===== src/sv/sspq_pkg.sv =====
`default_nettype none
package sspq_pkg;

  // queue depth default
  localparam int unsigned DEPTH_DEF = 64;

  // sort key: arrival[39:24] service[23:8] id[7:0]
  localparam int unsigned KEY_W = 40;
  typedef logic [KEY_W-1:0] key_t;

  // command codes
  localparam logic [1:0] CMD_INSERT = 2'd0;
  localparam logic [1:0] CMD_START  = 2'd1;
  localparam logic [1:0] CMD_FINISH = 2'd2;

  // error codes
  localparam logic [1:0] ERR_OK    = 2'd0;
  localparam logic [1:0] ERR_FULL  = 2'd1;
  localparam logic [1:0] ERR_EMPTY = 2'd2;

  // per-cycle control broadcast to every cell
  typedef struct packed {
    logic insert;
    logic finish;
  } ctrl_t;

endpackage
`default_nettype wire


===== src/sv/sspq_cell.sv =====
`default_nettype none
module sspq_cell
  import sspq_pkg::*;
(
  input  wire   clk,
  input  ctrl_t ctrl,
  input  key_t  new_key,
  input  wire   occupied,
  input  wire   pin,
  input  wire   left_take,
  input  key_t  left_data,
  input  key_t  right_data,
  output logic  take,
  output key_t  data_r,
  output key_t  data_nxt
);

  // this cell is at or past the insert point
  assign take = !occupied || ((data_r > new_key) && !pin);

  // insert shifts right from the insert point, finish shifts left
  always_comb begin
    data_nxt = data_r;
    if (ctrl.insert) begin
      if (left_take) begin
        data_nxt = left_data;
      end else if (take) begin
        data_nxt = new_key;
      end
    end else if (ctrl.finish) begin
      data_nxt = right_data;
    end
  end

  always_ff @(posedge clk) begin
    data_r <= data_nxt;
  end

endmodule
`default_nettype wire

===== config.mk =====
export PLATFORM = sky130hd
export DESIGN_NAME = sspq_cell
export DESIGN_NICKNAME = d
export VERILOG_FILES = /design/src/sv/sspq_pkg.sv /design/src/sv/sspq_cell.sv
export SDC_FILE = /design/constraint.sdc
export NUM_CORES = 1
export LEC_CHECK = 0
export BUFFER_PORTS_ARGS = -buffer_cell sky130_fd_sc_hd__buf_2
export CORE_MARGIN = 8
export CORE_UTILIZATION = 43
export CTS_BUF_LIST = sky130_fd_sc_hd__clkbuf_16
export CTS_CLUSTER_SIZE = 14
export DETAILED_ROUTE_END_ITERATION = 16
export GPL_ROUTABILITY_DRIVEN = 0
export PLACE_DENSITY = 0.78
export SYNTH_ARGS = -nofsm -noshare
export SYNTH_HDL_FRONTEND = slang
export SYNTH_SLANG_ARGS = --single-unit

===== constraint.sdc =====
create_clock -name clk -period 2.5 [get_ports clk]
set_clock_uncertainty 0.15 [all_clocks]
set_input_delay 0.125 -clock clk [delete_from_list [all_inputs] [get_ports clk]]
set_output_delay 0.125 -clock clk [all_outputs]
set_load 0.01 [all_outputs]

# Word-level counts from Yosys, hierarchy flattened
# Cells that the tools add are included.
classes:
  reduce_logical: 4
  n_mux: 4
  magnitude_cmp: 1
ops:
  columns: ["operator", "n"]
  rows:
  - ["2-to-1 mux 40 bit", 4]
  - ["greater-than comparator 40 bit", 1]
  - ["logical NOT 1 bit", 2]
  - ["logical AND 1 bit", 1]
  - ["logical OR 1 bit", 1]
word_totals:
  register_bits: 40
  out_inout_bits: 81

# Depth between registers and ports, before layout
# Gate-level depths: netlist of the first run.
depth:
  depth_word: 6
  depth_mapped: 10
  ltp_nobuf: 9

# Worst setup path before layout of the first run
# Ideal clock, no wire load.
synth_timing:
  path_type: "flip-flop to output port"
  startpoint: "reg data_r[39]"
  endpoint: "out data_nxt[10]"
  path_stages_with_launch: 10
  slack_ns: -0.026
  t_arrival_ns: 2.251
  required_time_ns: 2.225
  n_path_buf: 1
  path_cell_list: "dfxtp_1 ha_1 nand4_1 or2_1 or3_1 o221ai_2 nor2_1 o2bb2ai_2 buf_6 a21oi_1"
synth_between:
  elab_chain_len: 6
synth_lines:
  columns: ["item", "line_no", "text"]
  rows:
  - ["from (decl)", "sspq_cell.sv:14", "output key_t data_r,"]
  - ["from (signal assigned)", "sspq_cell.sv:36", "data_r <= data_nxt;"]
  - ["greater-than comparator 40 bit", "sspq_cell.sv:19", "assign take = !occupied || ((data_r > new_key) && !pin);"]
  - ["logical AND 1 bit", "sspq_cell.sv:19", null]
  - ["logical OR 1 bit", "sspq_cell.sv:19", null]
  - ["2-to-1 mux 40 bit", "sspq_cell.sv:27", "end else if (take) begin"]
  - ["2-to-1 mux 40 bit", "sspq_cell.sv:25", "if (left_take) begin"]
  - ["2-to-1 mux 40 bit", "sspq_cell.sv:24", "if (ctrl.insert) begin"]
  - ["to (decl)", "sspq_cell.sv:15", "output key_t data_nxt"]
# Every way passes these cells.

# Worst setup path after layout of the first run
layout_timing:
  startpoint: "reg data_r[28]"
  endpoint: "out data_nxt[0]"
# Same word-level chain as after synthesis.

==> impl_metrics.tcl, run 1 <==
set metrics [dict create \
    status "finished, violations left" \
    violations "setup timing" \
    min_period_ns 3.18 \
    critical_path_class "flip-flop to output port" \
    dr.pass1.iters 5 \
    reg2regPathDepth 14 \
    cp_slowest_stage_delay_ns 0.37 \
    largest_reg_flops 40 \
    grt_overflow_total 0 \
    synth_nets 806 \
    arrival_ns 2.90 \
    drc_errors 0 \
    nets 1083 \
    seq_area_frac_synth 0.186 \
    clkLatencyLatePin_ns 0.29 \
    cts-root-buf "clkbuf_16" \
    io_buffers 206 \
    drv_slew 0 \
    grt_use_met2 0.434 \
    drive_above_1_share 0.488 \
    n_antenna_cell 0 \
    synth-async-reset-ratio 0 \
    p_leak_nw 3.55 \
    fin_cells 1051 \
    postSynthCellCount 640 \
    hp-class "primary input to flip-flop" \
    grtUsageTotal 0.240 \
    report.power.total_mw 3.42 \
    fp.coreArea_sq_mm 0.00977 \
    rsz0062_at_grt "true" \
    antenna_found_initial 0 \
    num_vias 6244 \
    syn2layout_area_growth_pct 71.9 \
    crit_path_end_kind "output port" \
    syn-cell-area_sq_mm 0.00431 \
    grt_pass1_wl_mm 26.9 \
    crit_chain "ha_1, nand4_1, buf_4, or3_4, o221ai_4, nor2_4, o2bb2ai_4, buf_12, clkbuf_16, a21oi_4, buf_6" \
    wire_per_inst_um 19.2 \
    numCtsBuffers 5 \
    critPathMaxFanout 7 \
    ant_nets 0 \
    n_fill_cell 700 \
    wl_mm 20.2 \
    rows 36 \
    setup_tns_ns -32.95 \
    ff_latch_area_sq_um 823 \
    maxCapViolCount 0 \
    dp_hpwl_mm 12.6 \
    yosys.area.top_type "dfxtp_1" \
    viasPerCell 5.94 \
    crit_required_ns 2.23 \
    relSlewSlack 0.390 \
    min_path_cells 5 \
    drtIter0Drc 754 \
    fin_util 0.758 \
    io_pins 207 \
    r2r_end "data_r[24]" \
    rr_startpoint "data_r[28]" \
    grt_util_met3 0.0496 \
    period_share 1.27 \
    p_per_area_mw_per_mm2 462 \
    busiest_layer "met2" \
    gr-usage-met1 0.276 \
    worst-path-buf-inv 4 \
    path_clk_slew_ns 0.07 \
    synth_common_cells "a21oi_1 (84), nor2_1 (84), inv_1 (81)" \
    synth-edff-count 0 \
    dpl.cell_count 1011 \
    cts_sinks 40 \
    min_to "data_r[5]" \
    hp-start "new_key[5]" \
    ys.flop_type "dfxtp_1" \
    setup_viol_count_final 81 \
    final-hold-violation-count 0 \
    regMostFlops "data_r" \
    dieArea_sq_mm 0.0135 \
    yosys_warnings 0 \
    ys_ff_latch 40 \
    grt_max_degree 42 \
    synth_top_area_share 0.186 \
    ir_worst_vdd_mv 0.312 \
    worst_pin_slew_ns 0.915 \
    syn_avg_cell_area_sq_um 6.73 \
    reg_top3 "data_r x40" \
    die_w_um 116 \
    die_y_um 116 \
    cpMaxStageDelayCell "or3_4" \
    htreeDepth 2 \
    synth_cell_types 37 \
    clock.fmax_mhz 315 \
    synth_area_leaders "dfxtp_1 (19%), ha_1 (12%), a21oi_1 (9.8%)" \
    setup_ws_ns -0.679 \
    reg2reg_setup_slack_ns -0.43 \
    cp-start-kind "flip-flop" \
    cts_tree "done" \
    start_util 0.441 \
    cp_top_family "buffers and inverters" \
    grt_pass1_vias 5743 \
    multi_input_area_sq_mm 0.00369 \
    cts_buffer_depth 2 \
]
[stage by stage]
step           hold WS, ns  instance area [sq um]  setup slack [ns]
2_1_floorplan        0.302                   4310           -0.0264
3_3_place_gp         0.400                   6060            -0.298
3_5_place_dp         0.403                   6060            -0.344
4_1_cts              0.105                   6410            -0.523
5_1_grt              0.165                   7410            -0.794
6_report             0.126                   7410            -0.679
[worst max-delay path by stage]
stage                         endpoint  depth (start not counted)  slack [ns]  startpoint
after floorplan           data_nxt[10]                          9       -0.03  data_r[39]
after global placement    data_nxt[16]                         11       -0.30   data_r[9]
after detailed placement  data_nxt[14]                         11       -0.34   data_r[9]
after CTS                  data_nxt[0]                         12       -0.52   data_r[9]
after global routing      data_nxt[17]                         11       -0.79  data_r[28]
final                      data_nxt[0]                         11       -0.68  data_r[28]
[where the power goes]
group          switching (mW)  leakage, nW  internal, mW
logic                   0.986         3.14         0.932
registers              0.0926        0.339         0.750
clock network           0.298       0.0710         0.365
[layer usage]
| layer | wire (um) | vias to the layer above |
|---|---|---|
| li1 | - | 2854 |
| met2 | 10100 | 411 |
| met4 | 686 | 0 |
| met3 | 1860 | 82 |
| met1 | 7530 | 2897 |
| met5 | 0 | - |
[cell type report]
type	instances	area share
inverter	81	0.0410
clock buffer	5	0.0169
sequential	40	0.111
tap	133	0.0225
clock inverter	3	0.00186
multi-input combinational	467	0.499
timing repair buffer	322	0.308
[cell usage in the layout (no fill, tap or decap), types with 28 or more instances in the layout]
cell	count
buf_2	190
buf_4	88
inv_1	81
nor2_1	81
a21oi_1	54
mux2i_1	40
nor4_1	38
o21ai_1	34
o21ai_0	32
a31oi_1	28
[cell families (layout without fill, tap and decap cells)]
| logic type | Yosys count | count (layout) | share of synthesized area |
|---|---|---|---|
| AO/OA/AOI/OAI | 230 | 230 | 0.302 |
| adder cells (fa/ha/maj) | 40 | 40 | 0.116 |
| buffers and inverters | 133 | 411 | 0.125 |
| flip-flops | 40 | 40 | 0.186 |
| multiplexers | 40 | 40 | 0.0929 |
| AND/OR/NAND/NOR | 157 | 157 | 0.178 |
[timing repair]
action	CTS	global route
pin swaps	27	43
gates cloned	0	6
endpoints found under the setup margin	81	81
gates resized for setup	47	153
hold buffers	0	0
buffers inserted	6	20
[worst min-delay path, delay by kind of cell]
| kind | cells | cell delay, ns |
|---|---|---|
| compound gates | 3 | 0.27 |
| buf+inv | 1 | 0.09 |
| simple gates | 1 | 0.05 |
Power figures use the tool's default switching activity.
==> run 2, diff against run 1 <==
Settings changed: CAP_MARGIN from default to 40, CORE_UTILIZATION 43 to 44, CTS_BUF_LIST sky130_fd_sc_hd__clkbuf_16 to sky130_fd_sc_hd__clkbuf_4 sky130_fd_sc_hd__clkbuf_8, CTS_CLUSTER_DIAMETER from default to 30, PLACE_DENSITY 0.78 to 0.8.
==> run 2 against run 1 <==
The flow still finishes with violations (setup timing). Largest power group unchanged. Highest routed layer unchanged. Sequential power shrank 2.5%. Combinational power shrank 12%. Fmax grew 3.2%. Critical path type unchanged. Flip-flop and latch count is the same.
==> impl_metrics.tcl, run 2 (same netlist as run 1, synthesis figures left out) <==
set metrics [dict create \
    viasPerCell 5.69 \
    drive_above_1_share 0.424 \
    violations "setup timing" \
    ir_worst_vdd_mv 0.314 \
    p_leak_nw 3.46 \
    clock.fmax_mhz 325 \
    status "finished, violations left" \
    grt_max_degree 44 \
    final-hold-violation-count 0 \
    period_share 1.23 \
    grt_pass1_wl_mm 28.4 \
    grt_overflow_total 0 \
    die_y_um 115 \
    die_w_um 115 \
    setup_tns_ns -25.67 \
    relSlewSlack 0.406 \
    n_antenna_cell 0 \
    clkLatencyLatePin_ns 0.30 \
    p_per_area_mw_per_mm2 473 \
    rows 36 \
    grtUsageTotal 0.263 \
    setup_viol_count_final 80 \
    fin_cells 1036 \
    grt_pass1_vias 5898 \
    drtIter0Drc 391 \
    htreeDepth 2 \
    crit_required_ns 2.23 \
    dr.pass1.iters 6 \
    min_period_ns 3.08 \
    cts_buffer_depth 2 \
    dp_hpwl_mm 12.6 \
    wl_mm 18.2 \
    wire_per_inst_um 17.5 \
    critPathMaxFanout 6 \
    antenna_found_initial 0 \
    hp-start "left_data[29]" \
    cts_sinks 40 \
    maxCapViolCount 0 \
    rsz0062_at_grt "true" \
    drv_slew 0 \
    dieArea_sq_mm 0.0132 \
    cts_hold_buf 0 \
    hp-class "primary input to flip-flop" \
    numCtsBuffers 5 \
    crit_path_end_kind "output port" \
    drc_errors 0 \
    ant_nets 0 \
    final_cell_mix "buf_2 (199), inv_1 (81), nor2_1 (80), buf_4 (74), a21oi_1 (63)" \
    path_clk_slew_ns 0.10 \
    io_pins 207 \
    fp.coreArea_sq_mm 0.00964 \
    reg_top3 "data_r x40" \
    setup_ws_ns -0.581 \
    layout_commonest_cell "buf_2" \
    cts-root-buf "clkbuf_8" \
    report.power.total_mw 3.27 \
    start_util 0.447 \
    dpl_cell_area_sq_mm 0.00603 \
    num_vias 5897 \
    worst_pin_slew_ns 0.892 \
    fin_area_sq_mm 0.00691 \
    critical_path_class "flip-flop to output port" \
    cp-start-kind "flip-flop" \
    regMostFlops "data_r" \
    largest_reg_flops 40 \
    cts_tree "done" \
    rr_startpoint "data_r[14]" \
    syn2layout_area_growth_pct 60.4 \
    arrival_ns 2.81 \
    dpl_worst_slack_ns -0.425 \
    crit_start "data_r[14]" \
    dpl.cell_count 1008 \
    io_buffers 206 \
    nets 1068 \
]
## run 2: changes by cell type in the layout (fill, tap and decap cells not counted), moves of 10 or more
cell,change
a21oi_4,-10
a31oi_1,+11
a31oi_2,-11
buf_4,-14
buf_6,-11
dfxtp_1,+10
ha_1,+14
ha_4,-14
o21ai_2,-10
## run 2: what timing repair did
action                                 4_1_cts  5_1_grt
setup buffers                               14        3
setup endpoints to repair                   81       81
cloned                                       6        1
pin swaps                                   26        8
endpoints found under the hold margin        0        0
resized for setup                          101       14
## run 2: worst paths after layout
kind,to,slack (ns),cells after the start
hold reg to reg,data_r[11],0.43,2
hold / removal,data_r[29],0.09,5
setup reg to reg,data_r[39],-0.36,13
setup / recovery,data_nxt[33],-0.58,12
## run 2: cell type report
cell class	instances	area (sq um)
multi-input cells	467	3310
repair buffers	307	2160
inverters	81	304
well taps	133	166
fillers	805	2730
flip-flops and latches	40	808
clock buffers	5	68.8
clock inverters	3	90.1
## run 2: layer usage
layer / wire length, um / track usage / up-vias
met5: 0 / 0 / -
met4: 554 / 0.110 / 0
met3: 1630 / 0.0599 / 55
met2: 8920 / 0.463 / 282
met1: 7070 / 0.299 / 2728
li1: - / - / 2832
## run 2: per-stage QoR
step	utilization	hold WS, ns
after detailed placement	0.626	0.397
after global routing	0.717	0.115
final	0.717	0.0941
after global placement	0.626	0.397
after CTS	0.711	0.0711
after floorplan	-	0.302
## run 2: worst max-delay path, stage by stage (launching register included)
cell	delay [ns]
dfxtp_1	0.35
ha_1	0.33
and4_4	0.23
nand4_1	0.10
buf_4	0.16
nor4b_4	0.29
buf_6	0.17
nor2_4	0.05
o2bb2ai_4	0.32
buf_6	0.18
buf_16	0.13
a21oi_2	0.06
buf_2	0.14
## run 2: where the power goes
group          total, mW  internal (mW)  switching [mW]
logic               1.68          0.800           0.878
clock network      0.774          0.500           0.273
registers          0.821          0.743          0.0778
total               3.27           2.04            1.23
==> run 3, diff against run 2 <==
Settings changed: PLACE_DENSITY 0.8 to 0.81.
==> run 3 against run 2 <==
The flow still finishes with violations (setup timing). First-iteration DRC count rose by 40%. Combinational power grew 20%. Wire length up 17%. Die area unchanged. Clock-buffer cell count is 3 higher. Fmax decreased by 5.4%. Design area grew 11%. Flip-flop and latch count is the same. Sequential power rose by 2%. Sequential share of layout area shrank 1.0 points. Critical path depth grew 1. Worst hold slack got worse by 0.0070 ns. Largest power group unchanged. Highest routed layer unchanged.
==> impl_metrics.tcl, run 3 (same netlist as run 1, synthesis figures left out) <==
set metrics [dict create \
    wl_mm 21.2 \
    fp.coreArea_sq_mm 0.00964 \
    setup_ws_ns -0.757 \
    dp_hpwl_mm 12.0 \
    min_period_ns 3.26 \
    period_share 1.30 \
    layout_commonest_cell "buf_2" \
    cts_tree "done" \
    largest_reg_flops 40 \
    p_per_area_mw_per_mm2 441 \
    drtIter0Drc 547 \
    setup_viol_count_final 81 \
    grtUsageTotal 0.263 \
    violations "setup timing" \
    htreeDepth 2 \
    worst_pin_slew_ns 0.751 \
    clkLatencyLatePin_ns 0.31 \
    cts_buffer_depth 2 \
    grt_max_degree 41 \
    io_pins 207 \
    crit_path_end_kind "output port" \
    grt_use_met2 0.467 \
    grt_pass1_vias 5933 \
    fin_area_sq_mm 0.00766 \
    drc_errors 0 \
    gr-usage-met1 0.299 \
    io_buffers 206 \
    path_clk_slew_ns 0.08 \
    wire_per_inst_um 20.0 \
    clock.fmax_mhz 307 \
    dr.pass1.iters 8 \
    fin_util 0.795 \
    drive_above_1_share 0.499 \
    numCtsBuffers 5 \
    relSlewSlack 0.499 \
    die_y_um 115 \
    grt_util_met3 0.0520 \
    hp-class "primary input to flip-flop" \
    rsz0062_at_grt "true" \
    status "finished, violations left" \
    ir_worst_vdd_mv 0.263 \
    nets 1093 \
    die_w_um 115 \
    antenna_found_initial 0 \
    regMostFlops "data_r" \
    maxCapViolCount 0 \
    viasPerCell 5.93 \
    final-hold-violation-count 0 \
    critPathMaxFanout 5 \
    arrival_ns 2.98 \
    setup_tns_ns -35.30 \
    num_vias 6288 \
    busiest_layer "met2" \
    syn2layout_area_growth_pct 77.8 \
    ant_nets 0 \
    critical_path_class "flip-flop to output port" \
    reg_top3 "data_r x40" \
    cts-root-buf "clkbuf_8" \
    grt_pass1_wl_mm 28.5 \
    cts_sinks 40 \
    rows 36 \
    cp-start-kind "flip-flop" \
    dieArea_sq_mm 0.0132 \
    dpl_cell_area_sq_mm 0.00603 \
    p_leak_nw 3.68 \
    start_util 0.447 \
    n_antenna_cell 0 \
    crit_required_ns 2.23 \
    drv_slew 0 \
    final_cell_mix "buf_2 (196), buf_4 (82), inv_1 (81), nor2_1 (80), o21ai_1 (61)" \
    grt_overflow_total 0 \
]
[run 3: through the flow]
step,instances,power [mW],setup slack (ns),hold slack (ns)
floorplan,640,1.59,-0.0264,0.302
global placement,1004,2.24,-0.353,0.402
detailed placement,1004,2.26,-0.344,0.404
CTS,1035,3.09,-0.593,0.0763
global route,1061,3.56,-0.823,0.105
finish,1061,3.38,-0.757,0.0871
[run 3: layer usage]
layer	part of all wire	up-vias
li1	-	2876
met1	0.37	2904
met3	0.091	104
met2	0.50	404
met4	0.043	0
met5	0	-
[run 3: final timing paths]
kind | slack, ns | end | depth (start not counted) | from
worst min-delay path | 0.09 | data_r[34] | 5 | left_data[34]
worst max register to register | -0.42 | data_r[29] | 14 | data_r[34]
worst max-delay path | -0.76 | data_nxt[38] | 13 | data_r[34]
worst min register to register | 0.44 | data_r[35] | 2 | data_r[35]
[run 3: where the power goes]
group          switching, mW  internal (mW)
sequential            0.0889          0.747
clock                  0.276          0.249
combinational           1.03          0.994
[run 3: critical path: stages, from the launching register on]
cell       delay [ns]
dfxtp_1          0.34
ha_1             0.32
nand4_1          0.12
or2_4            0.29
buf_6            0.13
nand2b_4         0.15
a211oi_4         0.22
nor3_2           0.07
buf_4            0.17
o2bb2ai_4        0.15
buf_4            0.16
buf_12           0.13
a21oi_1          0.23
buf_2            0.20
[run 3: what timing repair did]
action | 4_1_cts | 5_1_grt
cloned | 9 | 9
hold buffers | 0 | 0
setup buffers | 15 | 18
resized for setup | 119 | 109
pin swaps | 10 | 28
setup endpoints to repair | 81 | 81
[run 3: area by class of cell]
class	count	area, sq um
flip-flops and latches	40	820
fillers	654	1980
repair buffers	332	2590
clock buffers	8	97.6
multi-input cells	467	3690
inverters	81	304
well taps	133	166
